$ cat config.mk
export PLATFORM = sky130hd
export DESIGN_NAME = indexed_list_store
export DESIGN_NICKNAME = d
export VERILOG_FILES = /design/src/sv/ils_pkg.sv /design/src/sv/indexed_list_store.sv /design/src/sv/ils_ram.sv /design/src/sv/ils_seq.sv
export SDC_FILE = /design/constraint.sdc
export NUM_CORES = 2
export LEC_CHECK = 0
export ABC_AREA = 1
export BUFFER_PORTS_ARGS = -buffer_cell sky130_fd_sc_hd__buf_2
export CAP_MARGIN = 20
export CELL_PAD_IN_SITES_DETAIL_PLACEMENT = 0
export CELL_PAD_IN_SITES_GLOBAL_PLACEMENT = 1
export CORE_MARGIN = 4
export CORE_UTILIZATION = 52
export DETAILED_ROUTE_END_ITERATION = 8
export PLACE_DENSITY_LB_ADDON = 0.2
export SETUP_SLACK_MARGIN = 0.2
export SYNTH_ARGS = -nofsm -noshare
export SYNTH_HDL_FRONTEND = slang
export SYNTH_SLANG_ARGS = --single-unit
export TNS_END_PERCENT = 30
$ cat constraint.sdc
create_clock -name clk -period 6.4 [get_ports clk]
set_input_delay 0.32 -clock clk [delete_from_list [all_inputs] [get_ports clk]]
set_output_delay 0.32 -clock clk [all_outputs]
set_load 0.01 [all_outputs]
$ cat src/sv/ils_pkg.sv
// Shared constants, codes and beat types for the indexed list store.
package ils_pkg;

  localparam int CAPACITY     = 64;
  localparam int ELEMENT_BITS = 32;
  localparam int ADDR_W       = $clog2(CAPACITY);
  localparam int CNT_W        = $clog2(CAPACITY + 1);
  localparam int CALC_W       = ((CNT_W > 8) ? CNT_W : 8) + 2;

  typedef enum logic [2:0] {
    OP_PUSH   = 3'd0,
    OP_POP    = 3'd1,
    OP_APPEND = 3'd2,
    OP_READ   = 3'd3,
    OP_INSERT = 3'd4,
    OP_REMOVE = 3'd5,
    OP_CLEAR  = 3'd6
  } op_t;

  typedef enum logic [1:0] {
    ST_OK      = 2'd0,
    ST_INVALID = 2'd1,
    ST_FULL    = 2'd2
  } status_t;

  typedef struct packed {
    logic [2:0]        operation;
    logic signed [7:0] position;
    logic [31:0]       element;
  } in_item_t;

  typedef struct packed {
    logic [1:0]  status;
    logic [31:0] value;
    logic [6:0]  count;
  } out_item_t;

  typedef struct packed {
    logic                    wr_en;
    logic [ADDR_W-1:0]       wr_addr;
    logic [ELEMENT_BITS-1:0] wr_data;
    logic                    rd_en;
    logic [ADDR_W-1:0]       rd_addr;
  } mem_req_t;

endpackage

$ cat src/sv/indexed_list_store.sv
// Sequence after accept: read takes a RAM read and capture, clear and rejected operations go straight to the result;
// push/append/insert shift then fill, pop/remove read, capture and then shift, moving n entries (n <= 63).
// Throughput: one operation at a time; the single RAM port pair moves one entry per cycle,
// so a beat holds the block longest for a pop or remove at the front of a full list.
// Reset: synchronous active-low rst_n empties the list and the output register;
// entry storage is not cleared and is never read before it is written.
module indexed_list_store (
  input  logic               clk,
  input  logic               rst_n,
  input  logic               in_valid,
  output logic               in_ready,
  input  ils_pkg::in_item_t  in_data,
  output logic               out_valid,
  input  logic               out_ready,
  output ils_pkg::out_item_t out_data
);
  import ils_pkg::*;

  logic                    res_valid;
  logic                    res_ready;
  out_item_t               res;
  mem_req_t                mem_req;
  logic [ELEMENT_BITS-1:0] rd_data;

  logic      out_valid_r, out_valid_nxt;
  out_item_t out_data_r;

  ils_seq u_seq (
    .clk       (clk),
    .rst_n     (rst_n),
    .in_valid  (in_valid),
    .in_item   (in_data),
    .in_ready  (in_ready),
    .res_valid (res_valid),
    .res_ready (res_ready),
    .res       (res),
    .mem_req   (mem_req),
    .rd_data   (rd_data)
  );

  ils_ram u_ram (
    .clk     (clk),
    .req     (mem_req),
    .rd_data (rd_data)
  );

  // Take a result when the output register is empty or being drained
  assign res_ready = !out_valid_r || out_ready;

  always_comb begin
    out_valid_nxt = out_valid_r;
    if (res_valid && res_ready) begin
      out_valid_nxt = 1'b1;
    end else if (out_ready) begin
      out_valid_nxt = 1'b0;
    end
  end

  always_ff @(posedge clk) begin
    if (!rst_n) begin
      out_valid_r <= 1'b0;
    end else begin
      out_valid_r <= out_valid_nxt;
    end
  end

  // Load the result beat
  always_ff @(posedge clk) begin
    if (res_valid && res_ready) begin
      out_data_r <= res;
    end
  end

  assign out_valid = out_valid_r;
  assign out_data  = out_data_r;

endmodule

$ cat src/sv/ils_ram.sv
// Entry storage: one write port and one registered read port.
module ils_ram (
  input  logic                            clk,
  input  ils_pkg::mem_req_t               req,
  output logic [ils_pkg::ELEMENT_BITS-1:0] rd_data
);
  import ils_pkg::*;

  logic [ELEMENT_BITS-1:0] mem_r [CAPACITY];
  logic [ELEMENT_BITS-1:0] rd_data_r;

  // Write and read the array; read data holds while no read is issued
  always_ff @(posedge clk) begin
    if (req.wr_en) begin
      mem_r[req.wr_addr] <= req.wr_data;
    end
    if (req.rd_en) begin
      rd_data_r <= mem_r[req.rd_addr];
    end
  end

  assign rd_data = rd_data_r;

endmodule

$ cat src/sv/ils_seq.sv
// Operation sequencer: decodes an operation, moves entries one per cycle, builds the result.
module ils_seq (
  input  logic                             clk,
  input  logic                             rst_n,
  input  logic                             in_valid,
  input  ils_pkg::in_item_t                in_item,
  output logic                             in_ready,
  output logic                             res_valid,
  input  logic                             res_ready,
  output ils_pkg::out_item_t               res,
  output ils_pkg::mem_req_t                mem_req,
  input  logic [ils_pkg::ELEMENT_BITS-1:0] rd_data
);
  import ils_pkg::*;

  typedef enum logic [5:0] {
    S_IDLE  = 6'b000001,
    S_READ  = 6'b000010,
    S_CAPT  = 6'b000100,
    S_SHIFT = 6'b001000,
    S_FILL  = 6'b010000,
    S_DONE  = 6'b100000
  } state_t;

  localparam logic signed [CALC_W-1:0] ONE_S = CALC_W'(1);

  state_t                  state_r, state_nxt;
  logic [CNT_W-1:0]        count_r, count_nxt;
  status_t                 status_r, status_nxt;
  logic [31:0]             value_r, value_nxt;
  logic [ELEMENT_BITS-1:0] elem_r, elem_nxt;
  logic [ADDR_W-1:0]       idx_r, idx_nxt;
  logic                    is_ins_r, is_ins_nxt;
  logic                    is_rmv_r, is_rmv_nxt;
  logic [ADDR_W-1:0]       src_r, src_nxt;
  logic [ADDR_W-1:0]       last_r, last_nxt;
  logic [ADDR_W-1:0]       dst_r, dst_nxt;
  logic                    up_r, up_nxt;
  logic                    src_act_r, src_act_nxt;
  logic                    pend_r, pend_nxt;

  logic signed [CALC_W-1:0] pos_s, len_s, rd_pos, ins_pos;
  logic                     rd_ok, ins_ok, full;
  logic [ADDR_W-1:0]        add_idx, get_idx;
  logic [CNT_W-1:0]         idx_plus1;

  // Decode the position against the current length
  always_comb begin
    pos_s   = signed'({{(CALC_W-8){in_item.position[7]}}, in_item.position});
    len_s   = signed'(CALC_W'(count_r));
    rd_ok   = (pos_s >= -len_s) && (pos_s < len_s);
    ins_ok  = (pos_s >= -len_s - ONE_S) && (pos_s <= len_s);
    rd_pos  = pos_s[CALC_W-1] ? (len_s + pos_s) : pos_s;
    ins_pos = pos_s[CALC_W-1] ? (len_s + pos_s + ONE_S) : pos_s;
    full    = (count_r == CNT_W'(CAPACITY));
    case (in_item.operation)
      OP_PUSH:   add_idx = '0;
      OP_APPEND: add_idx = count_r[ADDR_W-1:0];
      default:   add_idx = ins_pos[ADDR_W-1:0];
    endcase
    get_idx   = (in_item.operation == OP_POP) ? '0 : rd_pos[ADDR_W-1:0];
    idx_plus1 = CNT_W'(idx_r) + CNT_W'(1);
  end

  // Advance the sequencer
  always_comb begin
    state_nxt   = state_r;
    count_nxt   = count_r;
    status_nxt  = status_r;
    value_nxt   = value_r;
    elem_nxt    = elem_r;
    idx_nxt     = idx_r;
    is_ins_nxt  = is_ins_r;
    is_rmv_nxt  = is_rmv_r;
    src_nxt     = src_r;
    last_nxt    = last_r;
    dst_nxt     = dst_r;
    up_nxt      = up_r;
    src_act_nxt = src_act_r;
    pend_nxt    = pend_r;
    mem_req     = '0;
    in_ready    = (state_r == S_IDLE);
    res_valid   = (state_r == S_DONE);

    case (state_r)
      S_IDLE: begin
        if (in_valid) begin
          status_nxt = ST_OK;
          value_nxt  = '0;
          elem_nxt   = in_item.element[ELEMENT_BITS-1:0];
          is_ins_nxt = 1'b0;
          is_rmv_nxt = 1'b0;
          pend_nxt   = 1'b0;
          state_nxt  = S_DONE;
          case (in_item.operation)
            OP_PUSH, OP_APPEND, OP_INSERT: begin
              if ((in_item.operation == OP_INSERT) && !ins_ok) begin
                status_nxt = ST_INVALID;
              end else if (full) begin
                status_nxt = ST_FULL;
              end else begin
                // Open a gap at the target, walking down from the tail
                idx_nxt     = add_idx;
                src_nxt     = ADDR_W'(count_r - CNT_W'(1));
                last_nxt    = add_idx;
                up_nxt      = 1'b0;
                src_act_nxt = (count_r > CNT_W'(add_idx));
                is_ins_nxt  = 1'b1;
                state_nxt   = S_SHIFT;
              end
            end
            OP_POP, OP_READ, OP_REMOVE: begin
              if ((in_item.operation == OP_POP) ? (count_r == '0) : !rd_ok) begin
                status_nxt = ST_INVALID;
              end else begin
                idx_nxt    = get_idx;
                is_rmv_nxt = (in_item.operation != OP_READ);
                state_nxt  = S_READ;
              end
            end
            OP_CLEAR: begin
              count_nxt = '0;
            end
            default: begin
              status_nxt = ST_INVALID;
            end
          endcase
        end
      end

      S_READ: begin
        mem_req.rd_en   = 1'b1;
        mem_req.rd_addr = idx_r;
        state_nxt       = S_CAPT;
      end

      S_CAPT: begin
        value_nxt = 32'(rd_data);
        if (is_rmv_r) begin
          // Close the gap, walking up from the entry after the target
          src_nxt     = idx_plus1[ADDR_W-1:0];
          last_nxt    = ADDR_W'(count_r - CNT_W'(1));
          up_nxt      = 1'b1;
          src_act_nxt = (idx_plus1 < count_r);
          state_nxt   = S_SHIFT;
        end else begin
          state_nxt = S_DONE;
        end
      end

      S_SHIFT: begin
        // Drop the previous read into its new slot
        if (pend_r) begin
          mem_req.wr_en   = 1'b1;
          mem_req.wr_addr = dst_r;
          mem_req.wr_data = rd_data;
        end
        // Fetch the next source entry
        if (src_act_r) begin
          mem_req.rd_en   = 1'b1;
          mem_req.rd_addr = src_r;
          dst_nxt         = up_r ? (src_r - ADDR_W'(1)) : (src_r + ADDR_W'(1));
          src_nxt         = up_r ? (src_r + ADDR_W'(1)) : (src_r - ADDR_W'(1));
          src_act_nxt     = (src_r != last_r);
          pend_nxt        = 1'b1;
        end else begin
          pend_nxt = 1'b0;
        end
        if (!src_act_r && !pend_r) begin
          if (is_ins_r) begin
            state_nxt = S_FILL;
          end else begin
            count_nxt = count_r - CNT_W'(1);
            state_nxt = S_DONE;
          end
        end
      end

      S_FILL: begin
        mem_req.wr_en   = 1'b1;
        mem_req.wr_addr = idx_r;
        mem_req.wr_data = elem_r;
        count_nxt       = count_r + CNT_W'(1);
        state_nxt       = S_DONE;
      end

      S_DONE: begin
        if (res_ready) begin
          state_nxt = S_IDLE;
        end
      end

      default: begin
        state_nxt = S_IDLE;
      end
    endcase
  end

  // Hold control state
  always_ff @(posedge clk) begin
    if (!rst_n) begin
      state_r   <= S_IDLE;
      count_r   <= '0;
      src_act_r <= 1'b0;
      pend_r    <= 1'b0;
    end else begin
      state_r   <= state_nxt;
      count_r   <= count_nxt;
      src_act_r <= src_act_nxt;
      pend_r    <= pend_nxt;
    end
  end

  // Hold operation payload
  always_ff @(posedge clk) begin
    status_r <= status_nxt;
    value_r  <= value_nxt;
    elem_r   <= elem_nxt;
    idx_r    <= idx_nxt;
    is_ins_r <= is_ins_nxt;
    is_rmv_r <= is_rmv_nxt;
    src_r    <= src_nxt;
    last_r   <= last_nxt;
    dst_r    <= dst_nxt;
    up_r     <= up_nxt;
  end

  assign res.status = status_r;
  assign res.value  = value_r;
  assign res.count  = count_r;

`ifndef SYNTH
  a_count_cap: assert property (@(posedge clk) disable iff (!rst_n)
    count_r <= CNT_W'(CAPACITY))
    else $error("element count above capacity");

  a_full_count: assert property (@(posedge clk) disable iff (!rst_n)
    (state_r == S_DONE && status_r == ST_FULL) |-> count_r == CNT_W'(CAPACITY))
    else $error("full status reported on a list that is not full");

  a_err_value: assert property (@(posedge clk) disable iff (!rst_n)
    (state_r == S_DONE && status_r != ST_OK) |-> value_r == '0)
    else $error("nonzero value on a failed operation");

  a_handoff: assert property (@(posedge clk) disable iff (!rst_n)
    (res_valid && res_ready) |=> state_r == S_IDLE)
    else $error("sequencer did not return to idle after result handoff");

  a_write_state: assert property (@(posedge clk) disable iff (!rst_n)
    mem_req.wr_en |-> (state_r == S_SHIFT || state_r == S_FILL))
    else $error("entry write outside shift or fill");
`endif

endmodule

==> implementation parameters <==
Parameter                              Value

Critical path
  Cell chain of the critical path ... inv_1 > ha_1 > nand2_1 > inv_1 > nand2_1 > nand2_1 > nor2_1 > inv_1 > nor3_1 > xor2_1 > ha_1 > nand2_1 > o21ai_0 > nand2_1 > nand3_1 > nand2_1 > o21ai_0 > o21ai_0 > nand2_1 > nand2_1 > nand2_1 > nand3b_1 > a21oi_1
  Largest fanout on the critical path ... 13
  Required arrival time at the worst endpoint ... roughly 6.9 ns
  Critical path arrival ... 5.16 ns
  CP startpoint kind ... flop
  Most used cell along the critical path ... nand2_1
  Max incr delay on CP ... 0.61 ns
  CP max stage cell ... dfxtp_1
  Kind of end point of the critical path ... flop
  Class of the most critical setup path ... reg -> reg
  Setup slack of the worst register-to-register path ... 1.72 ns

CTS
  Clock slew seen by the registers of the worst setup and hold paths ... ~0.060 ns
  TritonCTS clock tree ... yes
  Number of clock sinks ... 2230
  Root buffer selected by CTS ... clkbuf_16
  Maximum count of clock buffers along a single path ... 3
  Number of instances resized during post-cts repair ... 0
  Number of H-tree levels ... 4
  Clock insertion delay at the later pin of the skew report ... 0.85 ns
  Inserted Clock Buffers ... 221

Synth
  Synth unique cells ... 54
  Number of instances in the synthesized netlist ... 7014
  Post-Syn Area per Cell ... 12.76 µm²
  Syn Nets ... 7106
  Count of yosys warnings during synthesis ... 0
  Cell taking the most area after synthesis ... edfxtp_1
  Fraction of the yosys area taken by sequential cells ... 0.7466
  Most common cell in the synthesized netlist ... edfxtp_1
  Post-Synthesis Cell Area ... 89470 µm²
  Synth top area share ... 0.7431
  Most used flip-flop cell after synthesis ... edfxtp_1
  Leading cell types by count after synthesis ... edfxtp_1 (2214), nor2_1 (1223), nand2_1 (803)
  Synthesized flop and latch total ... 2230
  Number of enable flip-flop cells after synthesis ... 2214
  Synth area leaders ... edfxtp_1 (74%), nor2_1 (5.1%), o21ai_0 (4.4%)
  Async S/R FF share, synth ... 0

Timing
  Final count of pins violating max slew ... 0
  Slew at the pin closest to its max-slew limit ... 1.179 ns
  Setup repair after global routing missed its margin ... false
  Post-Route Setup TNS ... 0 ns
  Portion of the clock cycle consumed by the worst path in the final layout ... 0.7306
  Peak clock frequency supported by timing ... 213.9 MHz
  Final setup viols ... 0
  Hold slack ... 0.1008 ns
  Max-slew headroom at the worst pin ... 0.2110
  Clock period minus final worst setup slack ... 4.676 ns
  Clock skew after layout ... 0.02563 ns
  Final hold violation count ... 0

Power and ir drop
  Lkg Pwr ... 28.79 nW
  Power per cell area ... 311.2 nW/µm²
  Worst VDD drop ... 0.2070 mV
  Total chip power ... 31.42 mW

Place
  Port Buf Inserts ... 89
  Routability-driven placement congestion ratio ... 0.8868
  Placed Instances ... 9113
  Post-detailed-placement half-perimeter wirelength ... 147400 µm

Global route
  Via count of the first global-routing pass ... 54910
  Met2 Use GR ... 0.4147
  Pin count of the biggest net entering global routing ... 176
  Wire length of the first global-routing pass ... 378100 µm
  Global route hottest layer ... met1
  Global Route met3 Usage ... 0.06584
  Initial antenna violation count ... 7
  Met1 usage ... 0.4348
  Remaining global-route overflow ... 0
  Global Route Usage Sum ... 0.2861

Detailed routing
  Vias ... 59070
  Routed wire per std cell ... 27.31 µm
  Total wire length ... 261100 µm
  Routed Antenna Nets ... 0
  # DRC ... 0
  Vias per std cell ... 6.180
  DRC marker count from the first detailed-route iteration ... 7898
  Number of detailed-route iterations in the first pass ... 6

Floorplanning
  Initial Util ... 0.5256
  Die outline width ... 422.8 µm
  Vert. Die Dim ... 422.8 µm
  Count of pins on the block boundary ... 90
  Core footprint ... approximately 170000 µm²
  Rows ... 151
  Overall die area ... approximately 180000 µm²

Run status
  Result of the run ... finished, final reports clean

Layout
  Filler cell count ... roughly 13000
  # nets final ... 7179
  Non-filler cells in the finished layout ... approximately 9600
  Final Util ... 0.5930
  Layout cell share with drive strength beyond 1 ... 0.09363
  Signed area change from the synthesized netlist to the final layout ... 12.83%
  Diodes inserted ... 0

Flow run
  Max_cap viols ... 0

Min path
  Min-Delay Path Class ... in -> reg
[critical path: cells and delay by family, from the launching register on]
kind / cells / cell delay [ns]
AND/OR/NAND/NOR: 13 / 1.55
AO/OA/AOI/OAI: 4 / 0.87
adder cells (fa/ha/maj): 2 / 0.69
flip-flops: 1 / 0.61
buffers and inverters: 3 / 0.47
XOR/XNOR: 1 / 0.12
[cell usage in the layout (no fill, tap or decap), types with 30 or more instances in the layout]
master / instances
o211ai_1: 50
buf_4: 137
buf_12: 44
o221ai_1: 123
nand3_1: 255
buf_2: 89
o21ai_0: 760
clkinv_1: 63
a21oi_1: 30
clkbuf_16: 225
clkbuf_1: 62
o21ai_4: 37
inv_1: 132
edfxtp_1: 2214
dlygate4sd3_1: 40
nand2_1: 802
nor2_4: 67
o21ai_1: 350
o22ai_1: 400
nor2_1: 1157
ha_1: 44
[area by class of cell]
cell class                 count  area (µm²)  area share
multi-input combinational   4172       20980      0.2078
tap                         2295        2872     0.02845
sequential                  2230       66800      0.6618
clock buffer                 287        5863     0.05808
inverter                     145       569.3    0.005640
timing repair buffer         317        2948     0.02920
clock inverter               112       915.9    0.009073
[sequential cells by signal, summed over array words and instances, names as in the netlist]
| register | count |
|---|---|
| u_seq.pend_r | 1 |
| u_seq.dst_r | 6 |
| u_seq.idx_r | 6 |
| u_ram.mem_r | 2048 |
| u_seq.src_act_r | 1 |
| u_seq.status_r | 2 |
| u_seq.count_r | 7 |
| u_ram.rd_data | 32 |
| u_seq.up_r | 1 |
| u_seq.src_r | 6 |
| u_seq.is_ins_r | 1 |
| out_data | 41 |
| out_valid | 1 |
| u_seq.state_r | 6 |
| u_seq.is_rmv_r | 1 |
| u_seq.last_r | 6 |
| u_seq.elem_r | 32 |
| u_seq.value_r | 32 |
[path summary, 6_finish.rpt]
check,startpoint,end,cells after the start
setup reg to reg,u_seq.count_r[0],u_seq.src_r[4],23
hold reg to reg,u_seq.value_r[24],out_data[31],0
hold / removal,in_data[36],u_seq.idx_r[4],3
setup / recovery,u_seq.count_r[0],u_seq.src_r[4],23
[per-stage QoR]
step	worst slack [ns]	cell area (µm²)
global route	1.174	100900
global placement	1.666	93110
finish	1.724	100900
CTS	1.763	100800
floorplan	1.832	89470
detailed placement	1.780	93650
[what timing repair did]
item	4_1_cts	5_1_grt
endpoints found under the hold margin	53	0
setup buffers	0	0
hold buffers	40	0
[power by group]
| part | internal, mW | total [mW] | switching [mW] | leakage, nW |
|---|---|---|---|---|
| clock | 7.00 | 12.3 | 5.34 | 3.30 |
| combinational | 0.757 | 2.65 | 1.89 | 9.26 |
| sequential | 16.2 | 16.4 | 0.201 | 16.2 |
[logic make-up after synthesis]
group                      Yosys count  synth area share
AOI/OAI and AO/OA                 1781            0.1129
xor gates and xnor gates            27          0.002643
adders and majority gates           45          0.006377
buffers and inverters              612           0.02923
DFF                               2230            0.7466
and+or+nand+nor                   2319            0.1023
[per-layer routing]
metal	share of wire	vias to the layer above
li1	-	25990
met1	0.42	29610
met2	0.43	3109
met3	0.11	359
met4	0.028	0
met5	0	-
No activity file was read; power rests on OpenSTA's default activity.
